==> config.mk <==
export PLATFORM = sky130hd
export DESIGN_NAME = line_raster_pixel_stepper_flat
export DESIGN_NICKNAME = d
export VERILOG_FILES = /design/src/rtl/lrps_pkg.sv /design/src/rtl/lrps_if.sv /design/src/rtl/lrps_setup.sv /design/src/rtl/lrps_stepper.sv /design/src/rtl/line_raster_pixel_stepper.sv /design/src/flat_wrapper.sv
export SDC_FILE = /design/constraint.sdc
export NUM_CORES = 1
export LEC_CHECK = 0
export ABC_CLOCK_PERIOD_IN_PS = 5200
export BUFFER_PORTS_ARGS = -buffer_cell sky130_fd_sc_hd__buf_2
export CORE_MARGIN = 1.5
export CORE_UTILIZATION = 45
export DETAILED_ROUTE_END_ITERATION = 8
export GPL_TIMING_DRIVEN = 1
export SLEW_MARGIN = 20
export SYNTH_ARGS = -nofsm -noshare
export SYNTH_HDL_FRONTEND = slang
export SYNTH_HIERARCHICAL = 1
export SYNTH_SLANG_ARGS = --single-unit
==> constraint.sdc <==
create_clock -name clk -period 5.2 [get_ports clk]
set_clock_uncertainty 0.05 [all_clocks]
set_input_delay 0.26 -clock clk [delete_from_list [all_inputs] [get_ports clk]]
set_output_delay 0.26 -clock clk [all_outputs]
set_load 0.01 [all_outputs]
==> src/rtl/lrps_pkg.sv <==
// Shared constants and types for the line raster pixel stepper.
package lrps_pkg;

    localparam int COORD_BITS_DEFAULT = 12;
    localparam int ORIGIN_W           = 11;
    localparam int PIX_W              = 13;
    localparam int CFG_IDX_W          = 1;

    localparam logic [ORIGIN_W-1:0] ORIGIN_RESET = 11'd300;

    localparam logic CMD_START = 1'b0;
    localparam logic CMD_STEP  = 1'b1;

    localparam logic [CFG_IDX_W-1:0] REG_ORIGIN_X = 1'b0;
    localparam logic [CFG_IDX_W-1:0] REG_ORIGIN_Y = 1'b1;

    // Per-word control bits handed from the setup stage to the stepper
    typedef struct packed {
        logic cmd;
        logic steep;
        logic x_neg;
        logic y_neg;
    } setup_flags_t;

endpackage

==> src/rtl/lrps_if.sv <==
// Channel interfaces: command request, pixel result and register write.
interface lrps_req_if #(
    parameter int COORD_BITS = lrps_pkg::COORD_BITS_DEFAULT
);
    logic                         valid;
    logic                         ready;
    logic                         cmd;
    logic signed [COORD_BITS-1:0] start_x;
    logic signed [COORD_BITS-1:0] start_y;
    logic signed [COORD_BITS-1:0] end_x;
    logic signed [COORD_BITS-1:0] end_y;

    modport source (output valid, cmd, start_x, start_y, end_x, end_y, input ready);
    modport sink   (input valid, cmd, start_x, start_y, end_x, end_y, output ready);
endinterface

interface lrps_pix_if;
    import lrps_pkg::*;
    logic                    valid;
    logic                    ready;
    logic signed [PIX_W-1:0] pixel_x;
    logic signed [PIX_W-1:0] pixel_y;
    logic                    last_pixel;
    logic                    pixel_valid;

    modport source (output valid, pixel_x, pixel_y, last_pixel, pixel_valid, input ready);
    modport sink   (input valid, pixel_x, pixel_y, last_pixel, pixel_valid, output ready);
endinterface

interface lrps_cfg_if;
    import lrps_pkg::*;
    logic                 valid;
    logic                 ready;
    logic [CFG_IDX_W-1:0] index;
    logic [ORIGIN_W-1:0]  data;

    modport source (output valid, index, data, input ready);
    modport sink   (input valid, index, data, output ready);
endinterface

==> src/rtl/lrps_setup.sv <==
// Input stage: registers a command word with the line setup values derived from it.
module lrps_setup #(
    parameter int COORD_BITS = lrps_pkg::COORD_BITS_DEFAULT
) (
    input  logic                         clk,
    input  logic                         rst_n,
    lrps_req_if.sink                     req,
    input  logic                         advance,
    output logic                         s_valid,
    output lrps_pkg::setup_flags_t       s_flags,
    output logic [COORD_BITS-1:0]        s_start_x,
    output logic [COORD_BITS-1:0]        s_start_y,
    output logic [COORD_BITS-1:0]        s_major,
    output logic [COORD_BITS+2:0]        s_err_init,
    output logic [COORD_BITS+2:0]        s_inc_diag,
    output logic [COORD_BITS+2:0]        s_inc_straight
);
    import lrps_pkg::*;

    localparam int C = COORD_BITS;
    localparam int E = COORD_BITS + 3;

    logic           valid_reg;
    setup_flags_t   flags_reg, flags_next;
    logic [C-1:0]   start_x_reg, start_y_reg, major_reg, major_next;
    logic [E-1:0]   err_init_reg, err_init_next;
    logic [E-1:0]   inc_diag_reg, inc_diag_next, inc_straight_reg, inc_straight_next;

    logic [C:0]     dx, dy, adx_w, ady_w;
    logic [C-1:0]   adx, ady, minor;
    logic [E-1:0]   maj_e, min_e, min2;
    logic           take;

    assign take      = req.valid && req.ready;
    assign req.ready = !valid_reg || advance;

    always_comb
    begin
        dx    = {req.end_x[C-1], req.end_x} - {req.start_x[C-1], req.start_x};
        dy    = {req.end_y[C-1], req.end_y} - {req.start_y[C-1], req.start_y};
        adx_w = dx[C] ? (~dx + 1'b1) : dx;
        ady_w = dy[C] ? (~dy + 1'b1) : dy;
        adx   = adx_w[C-1:0];
        ady   = ady_w[C-1:0];

        flags_next.cmd   = req.cmd;
        flags_next.steep = ady > adx;
        flags_next.x_neg = dx[C];
        flags_next.y_neg = dy[C];

        // x is major on a tie
        major_next = flags_next.steep ? ady : adx;
        minor      = flags_next.steep ? adx : ady;

        maj_e = {{(E-C){1'b0}}, major_next};
        min_e = {{(E-C){1'b0}}, minor};
        min2  = {min_e[E-2:0], 1'b0};

        err_init_next     = min2 - maj_e;
        inc_diag_next     = min2 - {maj_e[E-2:0], 1'b0};
        inc_straight_next = min2;
    end

    always_ff @(posedge clk or negedge rst_n)
    begin
        if (!rst_n)
        begin
            valid_reg <= 1'b0;
        end
        else if (take)
        begin
            valid_reg <= 1'b1;
        end
        else if (advance)
        begin
            valid_reg <= 1'b0;
        end
    end

    always_ff @(posedge clk)
    begin
        if (take)
        begin
            flags_reg        <= flags_next;
            start_x_reg      <= req.start_x;
            start_y_reg      <= req.start_y;
            major_reg        <= major_next;
            err_init_reg     <= err_init_next;
            inc_diag_reg     <= inc_diag_next;
            inc_straight_reg <= inc_straight_next;
        end
    end

    assign s_valid        = valid_reg;
    assign s_flags        = flags_reg;
    assign s_start_x      = start_x_reg;
    assign s_start_y      = start_y_reg;
    assign s_major        = major_reg;
    assign s_err_init     = err_init_reg;
    assign s_inc_diag     = inc_diag_reg;
    assign s_inc_straight = inc_straight_reg;

endmodule

==> src/rtl/lrps_stepper.sv <==
// Stepper: line state, one midpoint step per step word, screen mapping and result register.
module lrps_stepper #(
    parameter int COORD_BITS = lrps_pkg::COORD_BITS_DEFAULT
) (
    input  logic                          clk,
    input  logic                          rst_n,
    input  logic                          s_valid,
    input  lrps_pkg::setup_flags_t        s_flags,
    input  logic [COORD_BITS-1:0]         s_start_x,
    input  logic [COORD_BITS-1:0]         s_start_y,
    input  logic [COORD_BITS-1:0]         s_major,
    input  logic [COORD_BITS+2:0]         s_err_init,
    input  logic [COORD_BITS+2:0]         s_inc_diag,
    input  logic [COORD_BITS+2:0]         s_inc_straight,
    input  logic [lrps_pkg::ORIGIN_W-1:0] origin_x,
    input  logic [lrps_pkg::ORIGIN_W-1:0] origin_y,
    output logic                          advance,
    lrps_pix_if.source                    pix
);
    import lrps_pkg::*;

    localparam int C  = COORD_BITS;
    localparam int E  = COORD_BITS + 3;
    localparam int SW = COORD_BITS + 12;

    // line state
    logic [C-1:0] cur_x_reg, cur_x_next, cur_y_reg, cur_y_next;
    logic [E-1:0] err_reg, err_next, inc_diag_reg, inc_diag_next;
    logic [E-1:0] inc_straight_reg, inc_straight_next;
    logic [C-1:0] left_reg, left_next;
    logic         x_neg_reg, x_neg_next, y_neg_reg, y_neg_next;
    logic         steep_reg, steep_next, active_reg, active_next;

    // result register
    logic             out_valid_reg, out_valid_next;
    logic [PIX_W-1:0] pixel_x_reg, pixel_x_next, pixel_y_reg, pixel_y_next;
    logic             last_reg, last_next, pv_reg, pv_next;

    logic         diag, move_x, move_y;
    logic [C-1:0] step_x, step_y;
    logic [SW-1:0] sum_x, sum_y;

    assign advance = s_valid && (!out_valid_reg || pix.ready);

    always_comb
    begin
        cur_x_next        = cur_x_reg;
        cur_y_next        = cur_y_reg;
        err_next          = err_reg;
        inc_diag_next     = inc_diag_reg;
        inc_straight_next = inc_straight_reg;
        left_next         = left_reg;
        x_neg_next        = x_neg_reg;
        y_neg_next        = y_neg_reg;
        steep_next        = steep_reg;
        active_next       = active_reg;
        last_next         = 1'b0;
        pv_next           = 1'b0;

        diag   = !err_reg[E-1];
        move_x = diag || !steep_reg;
        move_y = diag || steep_reg;
        step_x = x_neg_reg ? {C{1'b1}} : {{(C-1){1'b0}}, 1'b1};
        step_y = y_neg_reg ? {C{1'b1}} : {{(C-1){1'b0}}, 1'b1};

        if (s_flags.cmd == CMD_START)
        begin
            cur_x_next        = s_start_x;
            cur_y_next        = s_start_y;
            err_next          = s_err_init;
            inc_diag_next     = s_inc_diag;
            inc_straight_next = s_inc_straight;
            left_next         = s_major;
            x_neg_next        = s_flags.x_neg;
            y_neg_next        = s_flags.y_neg;
            steep_next        = s_flags.steep;
            active_next       = s_major != '0;
            last_next         = s_major == '0;
            pv_next           = 1'b1;
        end
        else if (active_reg)
        begin
            cur_x_next  = cur_x_reg + (move_x ? step_x : '0);
            cur_y_next  = cur_y_reg + (move_y ? step_y : '0);
            err_next    = err_reg + (diag ? inc_diag_reg : inc_straight_reg);
            left_next   = left_reg - 1'b1;
            active_next = left_reg != {{(C-1){1'b0}}, 1'b1};
            last_next   = !active_next;
            pv_next     = 1'b1;
        end

        // screen mapping; a step with no active line reports all zeros
        sum_x = {{(SW-ORIGIN_W){1'b0}}, origin_x} + {{(SW-C){cur_x_next[C-1]}}, cur_x_next};
        sum_y = {{(SW-ORIGIN_W){1'b0}}, origin_y} - {{(SW-C){cur_y_next[C-1]}}, cur_y_next};
        pixel_x_next = pv_next ? sum_x[PIX_W-1:0] : '0;
        pixel_y_next = pv_next ? sum_y[PIX_W-1:0] : '0;

        if (advance)
        begin
            out_valid_next = 1'b1;
        end
        else if (pix.ready)
        begin
            out_valid_next = 1'b0;
        end
        else
        begin
            out_valid_next = out_valid_reg;
        end
    end

    always_ff @(posedge clk or negedge rst_n)
    begin
        if (!rst_n)
        begin
            cur_x_reg        <= '0;
            cur_y_reg        <= '0;
            err_reg          <= '0;
            inc_diag_reg     <= '0;
            inc_straight_reg <= '0;
            left_reg         <= '0;
            x_neg_reg        <= 1'b0;
            y_neg_reg        <= 1'b0;
            steep_reg        <= 1'b0;
            active_reg       <= 1'b0;
            out_valid_reg    <= 1'b0;
        end
        else
        begin
            out_valid_reg <= out_valid_next;
            if (advance)
            begin
                cur_x_reg        <= cur_x_next;
                cur_y_reg        <= cur_y_next;
                err_reg          <= err_next;
                inc_diag_reg     <= inc_diag_next;
                inc_straight_reg <= inc_straight_next;
                left_reg         <= left_next;
                x_neg_reg        <= x_neg_next;
                y_neg_reg        <= y_neg_next;
                steep_reg        <= steep_next;
                active_reg       <= active_next;
            end
        end
    end

    always_ff @(posedge clk)
    begin
        if (advance)
        begin
            pixel_x_reg <= pixel_x_next;
            pixel_y_reg <= pixel_y_next;
            last_reg    <= last_next;
            pv_reg      <= pv_next;
        end
    end

    assign pix.valid       = out_valid_reg;
    assign pix.pixel_x     = pixel_x_reg;
    assign pix.pixel_y     = pixel_y_reg;
    assign pix.last_pixel  = last_reg;
    assign pix.pixel_valid = pv_reg;

endmodule

==> src/rtl/line_raster_pixel_stepper.sv <==
// Line raster pixel stepper: midpoint line rasterizer over all octants, with origin registers.
// A start word (cmd 0) loads two signed endpoints and returns the first pixel; each step
// word (cmd 1) returns the next pixel, with last_pixel set on the final endpoint and
// pixel_valid low when no line is active. The block takes one word per cycle when pix.ready
// does not hold it back, and returns one result word per word. The setup stage (endpoint
// deltas, axis choice, initial error) works on the word in the cycle it is accepted and
// registers it; the stepper, whose single add-and-compare error update closes the loop
// from one pixel to the next, then fills the result register, from which the pixel is
// taken. The result register lets a new word enter while a finished pixel waits to be
// taken. Origin registers are written through cfg and are always ready.
module line_raster_pixel_stepper #(
    parameter int COORD_BITS = lrps_pkg::COORD_BITS_DEFAULT
) (
    input  logic       clk,
    input  logic       rst_n,
    lrps_req_if.sink   req,
    lrps_pix_if.source pix,
    lrps_cfg_if.sink   cfg
);
    import lrps_pkg::*;

    logic [ORIGIN_W-1:0]  origin_x_reg, origin_y_reg;
    logic                 s_valid, advance;
    setup_flags_t         s_flags;
    logic [COORD_BITS-1:0] s_start_x, s_start_y, s_major;
    logic [COORD_BITS+2:0] s_err_init, s_inc_diag, s_inc_straight;

    assign cfg.ready = 1'b1;

    always_ff @(posedge clk or negedge rst_n)
    begin
        if (!rst_n)
        begin
            origin_x_reg <= ORIGIN_RESET;
            origin_y_reg <= ORIGIN_RESET;
        end
        else if (cfg.valid && cfg.ready)
        begin
            unique case (cfg.index)
                REG_ORIGIN_X: origin_x_reg <= cfg.data;
                REG_ORIGIN_Y: origin_y_reg <= cfg.data;
                default: ;
            endcase
        end
    end

    lrps_setup #(
        .COORD_BITS (COORD_BITS)
    ) u_setup (
        .clk            (clk),
        .rst_n          (rst_n),
        .req            (req),
        .advance        (advance),
        .s_valid        (s_valid),
        .s_flags        (s_flags),
        .s_start_x      (s_start_x),
        .s_start_y      (s_start_y),
        .s_major        (s_major),
        .s_err_init     (s_err_init),
        .s_inc_diag     (s_inc_diag),
        .s_inc_straight (s_inc_straight)
    );

    lrps_stepper #(
        .COORD_BITS (COORD_BITS)
    ) u_stepper (
        .clk            (clk),
        .rst_n          (rst_n),
        .s_valid        (s_valid),
        .s_flags        (s_flags),
        .s_start_x      (s_start_x),
        .s_start_y      (s_start_y),
        .s_major        (s_major),
        .s_err_init     (s_err_init),
        .s_inc_diag     (s_inc_diag),
        .s_inc_straight (s_inc_straight),
        .origin_x       (origin_x_reg),
        .origin_y       (origin_y_reg),
        .advance        (advance),
        .pix            (pix)
    );

endmodule
==> src/flat_wrapper.sv <==
// flat-port wrapper written by rule: the top's interface ports become plain ports
module line_raster_pixel_stepper_flat import lrps_pkg::*;
#(
    parameter int COORD_BITS = lrps_pkg::COORD_BITS_DEFAULT
)
  (clk, rst_n, req_valid, req_cmd, req_start_x, req_start_y, req_end_x, req_end_y, req_ready, pix_valid, pix_pixel_x, pix_pixel_y, pix_last_pixel, pix_pixel_valid, pix_ready, cfg_valid, cfg_index, cfg_data, cfg_ready);
  lrps_req_if #(.COORD_BITS(COORD_BITS)) req_i ();
  lrps_pix_if pix_i ();
  lrps_cfg_if cfg_i ();
  input  logic clk;
  input  logic rst_n;
  input wire logic [$bits(req_i.valid)-1:0] req_valid;
  input wire logic [$bits(req_i.cmd)-1:0] req_cmd;
  input wire logic [$bits(req_i.start_x)-1:0] req_start_x;
  input wire logic [$bits(req_i.start_y)-1:0] req_start_y;
  input wire logic [$bits(req_i.end_x)-1:0] req_end_x;
  input wire logic [$bits(req_i.end_y)-1:0] req_end_y;
  output wire logic [$bits(req_i.ready)-1:0] req_ready;
  output wire logic [$bits(pix_i.valid)-1:0] pix_valid;
  output wire logic [$bits(pix_i.pixel_x)-1:0] pix_pixel_x;
  output wire logic [$bits(pix_i.pixel_y)-1:0] pix_pixel_y;
  output wire logic [$bits(pix_i.last_pixel)-1:0] pix_last_pixel;
  output wire logic [$bits(pix_i.pixel_valid)-1:0] pix_pixel_valid;
  input wire logic [$bits(pix_i.ready)-1:0] pix_ready;
  input wire logic [$bits(cfg_i.valid)-1:0] cfg_valid;
  input wire logic [$bits(cfg_i.index)-1:0] cfg_index;
  input wire logic [$bits(cfg_i.data)-1:0] cfg_data;
  output wire logic [$bits(cfg_i.ready)-1:0] cfg_ready;
  assign req_i.valid = req_valid;
  assign req_i.cmd = req_cmd;
  assign req_i.start_x = req_start_x;
  assign req_i.start_y = req_start_y;
  assign req_i.end_x = req_end_x;
  assign req_i.end_y = req_end_y;
  assign req_ready = req_i.ready;
  assign pix_valid = pix_i.valid;
  assign pix_pixel_x = pix_i.pixel_x;
  assign pix_pixel_y = pix_i.pixel_y;
  assign pix_last_pixel = pix_i.last_pixel;
  assign pix_pixel_valid = pix_i.pixel_valid;
  assign pix_i.ready = pix_ready;
  assign cfg_i.valid = cfg_valid;
  assign cfg_i.index = cfg_index;
  assign cfg_i.data = cfg_data;
  assign cfg_ready = cfg_i.ready;
  line_raster_pixel_stepper #(.COORD_BITS(COORD_BITS)) u_core (.clk(clk), .rst_n(rst_n), .req(req_i), .pix(pix_i), .cfg(cfg_i));
endmodule
Word-level counts from Yosys, hierarchy flattened
Cells that the tools add are included.
Widths: inputs -> output; s select.

word-level totals
  register bits = 216
  input port bits = 66
  output and inout bits = 31
  word-level logic and storage cells = 93

operators by class
  add/subtract/negate cells = 12
  magnitude comparators = 1
  eq/ne operators = 2
  mux-type cells = 27
  bitwise gates (word level) = 4
  reduce and logical (&&, ||, !) cells = 19

operator list
  cell                   number
  $mux 12                14
  $mux 15                3
  $sub 12x12->13         3
  $add 12x1->12 const B  2
  $add 12x12->12         2
  $not 12->12            2
  $add 15x15->15         1
  $sub 13x12->14         1
  $sub 13x13->14         1
  $add 12x12->13         1
  $gt 12x12->1           1
  $logic_not 12->1       1
  $ne 12x1->1 const B    1
  $reduce_bool 12->1     1
  $sub 12x1->12 const B  1
  $mux 1                 10
  $reduce_and 2->1       4
  $logic_not 1->1        5
  $logic_or 1x1->1       4
  $reduce_bool 2->1      2
  $logic_and 1x1->1      2
  $ne 2x2->1 const B     1
  $not 1->1              2

Logic depth before layout (Yosys ltp)
Gate-level depths: netlist of the first run.

  depth after elaboration = 7
  mapped depth = 39
  mapped depth without buffers = 34

Modules after synthesis
Netlist of the first run, hierarchy kept.

by module, submodules not included
  module                     times used  cells each  area an instance (µm²)  seq. area each (µm²)
  lrps_stepper               1           865         7492.2                  2992.9
  lrps_setup                 1           663         6399.9                  2367.3
  line_raster_pixel_stepper  1           50          897.1                   560.5

Worst setup path after synthesis of the first run
No wires, ideal clock.

  path kind = input to register
  from = input port req_end_x[0]
  to = register u_core.u_setup.err_init_reg[12], in the netlist u_core/u_setup/s_err_init[12], data pin
  library setup time = 0.265 ns
  arrival = 7.065 ns
  data required time = 4.885 ns
  slack = -2.181 ns
  stages on the path = 38
  buffers on the path = 5
  cell sequence = inv_1 > ha_1 > fa_1 > and2b_1 > o211a_1 > o211ai_1 > a211oi_1 > a2bb2oi_1 > clkbuf_1 > a21oi_1 > xnor2_1 > ha_1 > clkbuf_1 > a21o_1 > a21oi_1 > nor2b_1 > o21ai_0 > nand2b_1 > [... 2 more ...] > a21o_1 > buf_6 > o21ai_4 > buf_4 > clkbuf_1 > a21oi_1 > fa_1 > a21o_1 > a21oi_1 > o21bai_1 > a21oi_1 > o21bai_1 > a21oi_1 > o21bai_1 > a21oi_1 > o21bai_1 > a21oi_1 > xor2_1

on the way
  word-level cells in the longest chain between the ends = 7
  elaborated cells between the ends (all ways) = 8
  those cells by class = 3 x add/sub; 1 x order compare; 3 x mux; 1 x bitwise

ends and longest elaborated chain
  item                                  line                text
  from (decl)                           flat_wrapper.sv:16  input wire logic [$bits(req_i.end_x)-1:0] req_end_x;
  $sub 12x12->13 (*)                    lrps_setup.sv:39    dx = {req.end_x[C-1], req.end_x} - {req.start_x[C-1], req.start_x};
  $not 12->12                           lrps_setup.sv:41    adx_w = dx[C] ? (~dx + 1'b1) : dx;
  $add 12x1->12                         lrps_setup.sv:41
  $mux 12 (*)                           lrps_setup.sv:41
  $gt 12x12->1                          lrps_setup.sv:47    flags_next.steep = ady > adx;
  $mux 12 (*)                           lrps_setup.sv:53    minor = flags_next.steep ? adx : ady;
  via u_core.u_setup.minor[0]           lrps_setup.sv:30    logic [C-1:0] adx, ady, minor;
  $sub 13x12->14 (*)                    lrps_setup.sv:59    err_init_next = min2 - maj_e;
  via u_core.u_setup.err_init_next[12]  lrps_setup.sv:26    logic [E-1:0] err_init_reg, err_init_next;
  to (signal assigned)                  lrps_setup.sv:88    err_init_reg <= err_init_next;
  to (decl)                             lrps_setup.sv:26

Mark *: on every way through the listed nets, which the timed path passes. The rest lies on a longest branch.
A chain may end at the register's enable or synchronous reset.

Worst setup path in the final report of the first run
  from = input port req_end_x[0]
  to = register u_core.u_setup.err_init_reg[12], in the netlist u_core/u_setup/s_err_init[12], data pin

on the way
  word-level cells in the longest chain between the ends = 7
  elaborated cells between the ends (all ways) = 8
  those cells by class = 3 x add/sub; 1 x order compare; 3 x mux; 1 x bitwise

ends and longest elaborated chain
  item                                  line
  $sub 12x12->13 (*)                    lrps_setup.sv:39
  $not 12->12                           lrps_setup.sv:41
  $add 12x1->12                         lrps_setup.sv:41
  $mux 12 (*)                           lrps_setup.sv:41
  $gt 12x12->1                          lrps_setup.sv:47
  $mux 12 (on tied branches)            lrps_setup.sv:53, lrps_setup.sv:52
  $sub 13x12->14 (*)                    lrps_setup.sv:59
  via u_core.u_setup.err_init_next[12]  lrps_setup.sv:26

Marked as above.

==> results.sh, run 1 <==
export IMPL_outcome="complete, but fails checks"
export IMPL_violations="negative setup slack"
export IMPL_drt_wirelength_per_cell_um=17.0
export IMPL_ir_worst_vdd_uv=358
export IMPL_rows=66
export IMPL_power_leakage_nw=8.79
export IMPL_end_kind="register"
export IMPL_drc=0
export IMPL_final_util_pct=60.4
export IMPL_cts_tree="built"
export IMPL_min_period_ps=5760
export IMPL_yosysUniqueCellTypes=112
export IMPL_n_fill_cell=2738
export IMPL_antenna_found_initial=0
export IMPL_syn_area_per_cell_um2=9.37
export IMPL_pwr_density_cell_nw_per_um2=638
export IMPL_die_w_um=184
export IMPL_drt_wl_total_um=41500
export IMPL_hold_violations=0
export IMPL_syn_area_um2=14800
export IMPL_total_power_mw=12.5
export IMPL_area_growth_pct=32.5
export IMPL_netlist_instances=1578
export IMPL_boundaryPins=97
export IMPL_ys_async_sr_fraction_pct=50.7
export IMPL_slowest_delay_ps=390
export IMPL_yosysTopAreaCell="edfxtp_1"
export IMPL_synth_area_top_cells="edfxtp_1 (22%), dfrtp_1 (17%), ha_1 (7.5%), nand2_1 (5.2%), a21oi_1 (4.1%)"
export IMPL_clk_latency_ps=530
export IMPL_multi_input_area_um2=8760
export IMPL_initial_utilization_pct=45.6
export IMPL_startpoint_type="input port"
export IMPL_cts_sinks=215
export IMPL_fp_dieArea_um2=34000
export IMPL_grt_overflow_total=0
export IMPL_fin_crit_sh_pct=111
export IMPL_setup_ws_ps=-565
export IMPL_worstSetupPathType="input port to register"
export IMPL_cts_buffer_depth=3
export IMPL_dpl_hpwl_um=30700
export IMPL_grt_total_usage_pct=24.1
export IMPL_drt_first_pass_iters=5
export IMPL_seq_area_um2=5920
export IMPL_numCtsBuffers=24
export IMPL_synth_edff_count=106
export IMPL_maxCapViolCount=0
export IMPL_yosysWarnings=6
export IMPL_required_ps=5410
export IMPL_grt_pass1_vias=12400
export IMPL_core_um2=32500
export IMPL_port_buffers=95
export IMPL_drv_slew=0
export IMPL_htree_num_levels=1
export IMPL_ant_nets=0
export IMPL_antenna_cells=0
export IMPL_post_drt_via_cell_ratio=5.34
export IMPL_first_iter_violations=893
export IMPL_crit_slowest_cell="fa_2"
export IMPL_grt_max_degree=72
export IMPL_setup_tns_ps=-3790
export IMPL_grt_pass1_wl_um=65100
export IMPL_cts_root_buffer="clkbuf_16"
export IMPL_final_common_cell="buf_4"
export IMPL_rsz0062_at_grt="true"
export IMPL_finalSetupViolCount=11
export IMPL_worstMarginPinSlew_ps=965
export IMPL_synth_seq_cells=215
export IMPL_clk_pin_slew_ps=60
export IMPL_synth_seq_area_share_pct=40.0
export IMPL_final_cell_count_no_fill=2439
export IMPL_fmax_mhz=173
export IMPL_min_path_type="input port to register"
export IMPL_drive_above_1_share_pct=31.6
export IMPL_crit_fanout=5
export IMPL_num_vias=13000
export IMPL_place_gp_congestion=0.913
export IMPL_fin_nets=2140
export IMPL_layout_common_cells="buf_4 (289), nand2_1 (204), nor2_1 (120)"
export IMPL_cpMostUsedCell="a21oi_2"
export IMPL_ys_dominant_reg_cell="edfxtp_1"
export IMPL_cp_arrival_ps=5980
export IMPL_dieHeight_um=184
export IMPL_yosysTopAreaCellShare_pct=21.5
export IMPL_dp_cells=2317
export IMPL_max_slew_margin_pct=35.7
==> kinds of logic (layout without fill, tap and decap cells) <==
group / count (synthesis) / count (layout) / share of synthesized area (%)
AND/OR/NAND/NOR: 561 / 561 / 18.3
AO/OA/AOI/OAI: 379 / 379 / 17.1
flip-flops: 215 / 215 / 40.0
buffers and inverters: 150 / 566 / 4.37
XOR/XNOR: 105 / 105 / 6.32
adder cells (fa/ha/maj): 101 / 101 / 8.78
multiplexers: 65 / 65 / 5.06
other: 2 / 5 / 0.0508
==> final cells by class <==
type | instances | area share, %
clock inverter | 12 | 0.453
clock buffer | 32 | 3.38
timing repair buffer | 443 | 16.9
multi-input combinational | 1216 | 44.7
sequential | 215 | 30.2
tap | 442 | 2.82
inverter | 79 | 1.61
==> through the flow <==
step | hold slack [ps] | setup WS [ps] | area, um2
final | 12.1 | -565 | 19600
after global routing | 1.02 | -812 | 19600
after CTS | 3.41 | -502 | 19000
after detailed placement | 374 | -1190 | 17600
after global placement | 370 | -1050 | 17600
after floorplan | -85.6 | -1290 | 14900
==> synthesized netlist by cell type, types with 15 or more instances <==
| cell type | n |
|---|---|
| clkbuf_1 | 44 |
| xnor2_1 | 56 |
| dfrtp_1 | 101 |
| nand2_1 | 206 |
| o21ai_0 | 81 |
| nor2b_1 | 15 |
| o22ai_1 | 24 |
| nand3_1 | 43 |
| nand2b_1 | 18 |
| xor2_1 | 47 |
| nor3_1 | 38 |
| inv_1 | 76 |
| edfxtp_1 | 106 |
| nor2_1 | 129 |
| a21o_1 | 21 |
| ha_1 | 89 |
| mux2i_1 | 26 |
| a21oi_1 | 121 |
| mux2_2 | 27 |
==> worst max-delay path: cells and delay by family <==
family	cells	cell delay (ps)
buffers and inverters	3	260
and+or+nand+nor	4	440
adders and majority gates	5	1510
xor gates and xnor gates	2	240
AOI/OAI and AO/OA	22	3280
==> final timing paths <==
kind	slack [ps]	start	depth (start not counted)	end
max	-560	req_end_x[0]	36	u_core/u_setup/s_err_init[12]$_DFFE_PP_
min	10	req_start_x[11]	2	u_core/u_setup/s_start_x[11]$_DFFE_PP_
max reg2reg	220	u_core/u_stepper/err_reg[14]$_DFFE_PN0P_	22	u_core/u_stepper/pix.pixel_y[11]$_SDFFCE_PN0P_
min reg2reg	390	u_core/u_setup/s_flags[1]$_DFFE_PP_	2	u_core/u_stepper/x_neg_reg$_DFFE_PN0P_
max in group asynchronous	3600	rst_n	3	u_core/u_stepper/inc_diag_reg[7]$_DFFE_PN0P_
min in group asynchronous	360	rst_n	2	u_core/origin_y_reg[6]$_DFFE_PN0P_
==> per-layer routing <==
metal / up-vias / GRT usage [%] / share of wire (%)
met1: 6180 / 33.8 / 48
met5: - / 0 / 0
met4: 0 / 5.80 / 2.3
li1: 6449 / - / -
met3: 67 / 2.49 / 4.1
met2: 326 / 39.9 / 46
==> report_power, final <==
group / total, mW / leakage, nW / switching (mW) / internal (mW)
clock network: 1.63 / 0.365 / 0.689 / 0.943
logic: 7.90 / 6.11 / 3.94 / 3.96
registers: 2.98 / 2.31 / 0.384 / 2.60
total: 12.5 / 8.79 / 5.01 / 7.49
==> timing repair <==
action	CTS	global route
hold buffers	36	0
buffers inserted	17	32
resized for setup	26	99
pin swaps	35	51
endpoints found under the setup margin	18	20
hold endpoints to repair	108	0
Note: power is estimated with default switching activity, not from simulation.
==> inputs of run 2 (changes only) <==
- RECOVER_POWER: unset -> 25
==> run 2 against run 1 <==
Net effect:
- sequential share of layout area is 0.13 points higher
- design area shrank 0.42%
- critical path type unchanged
- cell count did not move
- the flow finishes with violations (max-capacitance violations, max-slew violations, negative setup slack)
==> results.sh, run 2 (synthesis results as in run 1) <==
export IMPL_first_iter_violations=850
export IMPL_area_growth_pct=32.0
export IMPL_drt_wirelength_per_cell_um=17.0
export IMPL_fmax_mhz=174
export IMPL_rsz0062_at_grt="true"
export IMPL_wl_met1_um=19600
export IMPL_drv_slew=72
export IMPL_top_layer_used="met4"
export IMPL_multi_input_area_um2=8720
export IMPL_rows=66
export IMPL_cp_arrival_ps=5970
export IMPL_clk_latency_ps=530
export IMPL_cts_root_buffer="clkbuf_16"
export IMPL_final_common_cell="buf_4"
export IMPL_htree_num_levels=1
export IMPL_post_drt_via_cell_ratio=5.35
export IMPL_total_power_mw=12.5
export IMPL_power_leakage_nw=8.68
export IMPL_placed_area_um2=17600
export IMPL_boundaryPins=97
export IMPL_ir_worst_vdd_uv=361
export IMPL_setup_ws_ps=-559
export IMPL_cts_tree="built"
export IMPL_num_vias=13100
export IMPL_hold_violations=0
export IMPL_required_ps=5410
export IMPL_maxCapViolCount=1
export IMPL_slowest_delay_ps=400
export IMPL_drt_first_pass_iters=5
export IMPL_min_period_ps=5760
export IMPL_dieHeight_um=184
export IMPL_outcome="complete, but fails checks"
export IMPL_drc=0
export IMPL_violations="max-capacitance violations, max-slew violations, negative setup slack"
export IMPL_max_slew_margin_pct=-171
export IMPL_pwr_density_cell_nw_per_um2=640
export IMPL_final_cell_count_no_fill=2439
export IMPL_crit_buf_inv=3
export IMPL_grt_max_degree=72
export IMPL_fp_dieArea_um2=34000
export IMPL_worstSetupPathType="input port to register"
export IMPL_place_gp_congestion=0.913
export IMPL_dpl_hpwl_um=30700
export IMPL_end_kind="register"
export IMPL_initial_utilization_pct=45.6
export IMPL_cts_buffer_depth=3
export IMPL_die_w_um=184
export IMPL_cpMostUsedCell="a21oi_2"
export IMPL_dp_cells=2317
export IMPL_cts_sinks=215
export IMPL_antenna_cells=0
export IMPL_worstMarginPinSlew_ps=4070
export IMPL_drt_wl_total_um=41500
export IMPL_finalSetupViolCount=11
export IMPL_crit_slowest_cell="fa_2"
export IMPL_ant_nets=0
export IMPL_clk_pin_slew_ps=60
export IMPL_final_cell_area_um2=19500
export IMPL_crit_fanout=5
export IMPL_drive_above_1_share_pct=30.1
export IMPL_path_delay_family="compound AO/OA/AOI/OAI gates"
export IMPL_layout_common_cells="buf_4 (270), nand2_1 (204), nor2_1 (120)"
export IMPL_grt_overflow_total=0
export IMPL_grt_pass1_vias=12400
export IMPL_grt_pass1_wl_um=65100
export IMPL_numCtsBuffers=24
export IMPL_grt_total_usage_pct=24.1
export IMPL_n_fill_cell=2765
export IMPL_fin_crit_sh_pct=111
export IMPL_fin_nets=2140
export IMPL_dr_wl_met3_um=1800
export IMPL_routed_wl_met2_um=19200
export IMPL_port_buffers=95
export IMPL_min_path_type="input port to register"
export IMPL_seq_area_um2=5920
export IMPL_antenna_found_initial=0
export IMPL_core_um2=32500
export IMPL_startpoint_type="input port"
run 2: changes by cell type in the layout (fill, tap and decap cells not counted), sizes merged:
cell,before,now
buf,407,379
clkbuf,32,60
run 2: report_power, final:
group	switching (mW)	leakage [nW]	internal (mW)
Sequential	0.383	2.31	2.59
Clock	0.692	0.365	0.943
Combinational	3.94	6.00	3.94
Total	5.01	8.68	7.48
run 2: metrics by stage:
step	util, %	hold WS, ps	worst slack (ps)	TNS [ps]
after floorplan	-	-85.6	-1290	-10870
after global placement	54.3	370	-1050	-14210
after detailed placement	54.3	374	-1190	-16820
after CTS	58.4	3.41	-502	-2380
after global routing	60.1	51.5	-812	-7100
final	60.1	45.0	-559	-3870
run 2: routing by layer:
layer,track usage [%],up-vias
met5,0,-
met2,39.9,306
li1,-,6445
met4,5.80,0
met1,33.8,6237
met3,2.49,64
run 2: repair_timing:
action / in CTS / in global routing
endpoints found under the setup margin: 18 / 20
resized for setup: 26 / 99
hold endpoints to repair: 108 / 0
hold buffers: 36 / 0
buffers inserted: 17 / 32
pin swaps: 35 / 51
run 2: cell type report:
type | instances | share of cell area, %
multi-input combinational | 1216 | 44.7
sequential | 215 | 30.3
timing repair buffer | 443 | 16.7
clock buffer | 32 | 3.39
tap | 442 | 2.83
inverter | 79 | 1.62
clock inverter | 12 | 0.455
run 2: worst paths after layout:
path	slack, ps	cells after the start	to	from
setup / recovery	-560	36	u_core/u_setup/s_err_init[12]$_DFFE_PP_	req_end_x[0]
hold / removal	50	2	u_core/u_setup/s_start_x[1]$_DFFE_PP_	req_start_x[1]
max in group asynchronous	1170	2	u_core/u_stepper/inc_diag_reg[0]$_DFFE_PN0P_	rst_n
min in group asynchronous	1640	2	u_core/origin_y_reg[6]$_DFFE_PN0P_	rst_n
setup reg to reg	220	22	u_core/u_stepper/pix.pixel_y[11]$_SDFFCE_PN0P_	u_core/u_stepper/err_reg[14]$_DFFE_PN0P_
hold reg to reg	390	2	u_core/u_stepper/x_neg_reg$_DFFE_PN0P_	u_core/u_setup/s_flags[1]$_DFFE_PP_
==> inputs of run 3 (changes only) <==
- CTS_CLUSTER_DIAMETER: unset -> 200
- SKIP_CTS_REPAIR_TIMING: unset -> 1
==> run 3 against run 2 <==
Net effect:
- the flow finishes with violations (negative setup slack)
- utilization down 0.81 points
- non-clock buffer count down 25
- largest cell class unchanged
- sequential cell count unchanged
- die area unchanged
- worst setup slack worse by 40 ps
- clock-buffer cell count unchanged
- global-route usage down 0.49 points
- cell count down 1.0%
- register-to-register slack worse by 20 ps
- wire length down 1.8%
- critical endpoint unchanged
- clock power about the same
==> results.sh, run 3 (synthesis results as in run 1) <==
export IMPL_rsz0062_at_grt="true"
export IMPL_cts_root_buffer="clkbuf_16"
export IMPL_crit_start="req_end_x[0]"
export IMPL_layout_common_cells="buf_4 (263), nand2_1 (205), nor2_1 (118)"
export IMPL_grt_total_usage_pct=23.6
export IMPL_crit_slowest_cell="fa_2"
export IMPL_grt_pass1_wl_um=63700
export IMPL_htree_num_levels=1
export IMPL_min_path_type="input port to register"
export IMPL_violations="negative setup slack"
export IMPL_drc=0
export IMPL_min_delay_start="req_start_x[1]"
export IMPL_required_ps=5410
export IMPL_dp_cells=2317
export IMPL_ir_worst_vdd_uv=327
export IMPL_n_fill_cell=2793
export IMPL_startpoint_type="input port"
export IMPL_cp_arrival_ps=6010
export IMPL_worstMarginPinSlew_ps=968
export IMPL_place_gp_congestion=0.913
export IMPL_finalSetupViolCount=14
export IMPL_drt_wl_total_um=40800
export IMPL_setup_ws_ps=-599
export IMPL_pre_cts_ws_ps=-1190
export IMPL_clk_latency_ps=530
export IMPL_final_common_cell="buf_4"
export IMPL_final_cell_count_no_fill=2414
export IMPL_reg2reg_from="u_core/u_stepper/err_reg[14]$_DFFE_PN0P_"
export IMPL_cpMostUsedCell="a21oi_2"
export IMPL_grt_overflow_total=0
export IMPL_dieHeight_um=184
export IMPL_worstSetupPathType="input port to register"
export IMPL_drt_first_pass_iters=6
export IMPL_final_util_pct=59.3
export IMPL_initial_utilization_pct=45.6
export IMPL_drt_wirelength_per_cell_um=16.9
export IMPL_r2r_cells=22
export IMPL_clk_pin_slew_ps=60
export IMPL_grt_max_degree=72
export IMPL_die_w_um=184
export IMPL_drv_slew=0
export IMPL_core_um2=32500
export IMPL_drive_above_1_share_pct=29.3
export IMPL_cts_sinks=215
export IMPL_r2r_end="u_core/u_stepper/pix.pixel_y[11]$_SDFFCE_PN0P_"
export IMPL_cts_tree="built"
export IMPL_first_iter_violations=935
export IMPL_numCtsBuffers=24
export IMPL_rows=66
export IMPL_hold_violations=0
export IMPL_antenna_cells=0
export IMPL_num_vias=12900
export IMPL_power_leakage_nw=8.54
export IMPL_post_drt_via_cell_ratio=5.34
export IMPL_maxCapViolCount=0
export IMPL_antenna_found_initial=0
export IMPL_fmax_mhz=172
export IMPL_cts_buffer_depth=3
export IMPL_min_period_ps=5800
export IMPL_pwr_density_cell_nw_per_um2=627
export IMPL_end_kind="register"
export IMPL_cp_endpoint="u_core/u_setup/s_err_init[12]$_DFFE_PP_"
export IMPL_outcome="complete, but fails checks"
export IMPL_fin_nets=2115
export IMPL_fin_crit_sh_pct=112
export IMPL_max_slew_margin_pct=35.4
export IMPL_slowest_delay_ps=400
export IMPL_port_buffers=95
export IMPL_area_growth_pct=30.2
export IMPL_crit_fanout=6
export IMPL_ant_nets=0
export IMPL_boundaryPins=97
export IMPL_dpl_hpwl_um=30700
export IMPL_hold_worst_slack_ps=38.2
export IMPL_fp_dieArea_um2=34000
export IMPL_grt_pass1_vias=12100
export IMPL_ff2ff_setup_slack_ps=200
## run 3: routing by layer
metal | up-vias | wire (um) | global-route usage, %
met2 | 339 | 18500 | 38.4
li1 | 6401 | - | -
met3 | 65 | 1760 | 2.49
met5 | - | 0 | 0
met4 | 0 | 989 | 5.93
met1 | 6091 | 19500 | 33.6
## run 3: how the worst min path moves through the flow
stage                                                  endpoint  slack (ps)  cells past startpoint
2_1_floorplan                u_core/origin_x_reg[0]$_DFFE_PN0P_         -90                      0
3_3_place_gp   u_core/u_stepper/inc_straight_reg[7]$_DFFE_PN0P_         370                      2
3_5_place_dp             u_core/u_stepper/x_neg_reg$_DFFE_PN0P_         370                      2
4_1_cts                     u_core/u_setup/s_flags[3]$_DFFE_PP_        -150                      1
5_1_grt                   u_core/u_setup/s_start_x[1]$_DFFE_PP_          50                      2
6_report                  u_core/u_setup/s_start_x[1]$_DFFE_PP_          40                      2
## run 3: worst max-delay path, delay by kind of cell
family,cells,cell delay (ps)
xor gates and xnor gates,2,240
AOI/OAI and AO/OA,22,3320
and+or+nand+nor,4,440
buffers and inverters,3,260
adders and majority gates,5,1490
## run 3: stage by stage
| stage | instance area, um2 | setup TNS [ps] | power [mW] |
|---|---|---|---|
| after floorplan | 14900 | -10870 | 7.07 |
| after global placement | 17600 | -14210 | 9.35 |
| final | 19300 | -3290 | 12.1 |
| after global routing | 19300 | -7020 | 12.9 |
| after CTS | 18400 | -5580 | 11.1 |
| after detailed placement | 17600 | -16820 | 9.47 |
## run 3: cell type report
cell class	instances	area, um2	area share, %
clock inverter	12	88.8	0.461
tap	442	553	2.87
sequential	215	5920	30.7
inverter	79	322	1.67
multi-input combinational	1216	8660	45.0
timing repair buffer	418	3050	15.8
clock buffer	32	662	3.44
## run 3: where the power goes
part	switching [mW]	internal (mW)
registers	0.383	2.59
logic	3.80	3.66
clock network	0.690	0.943
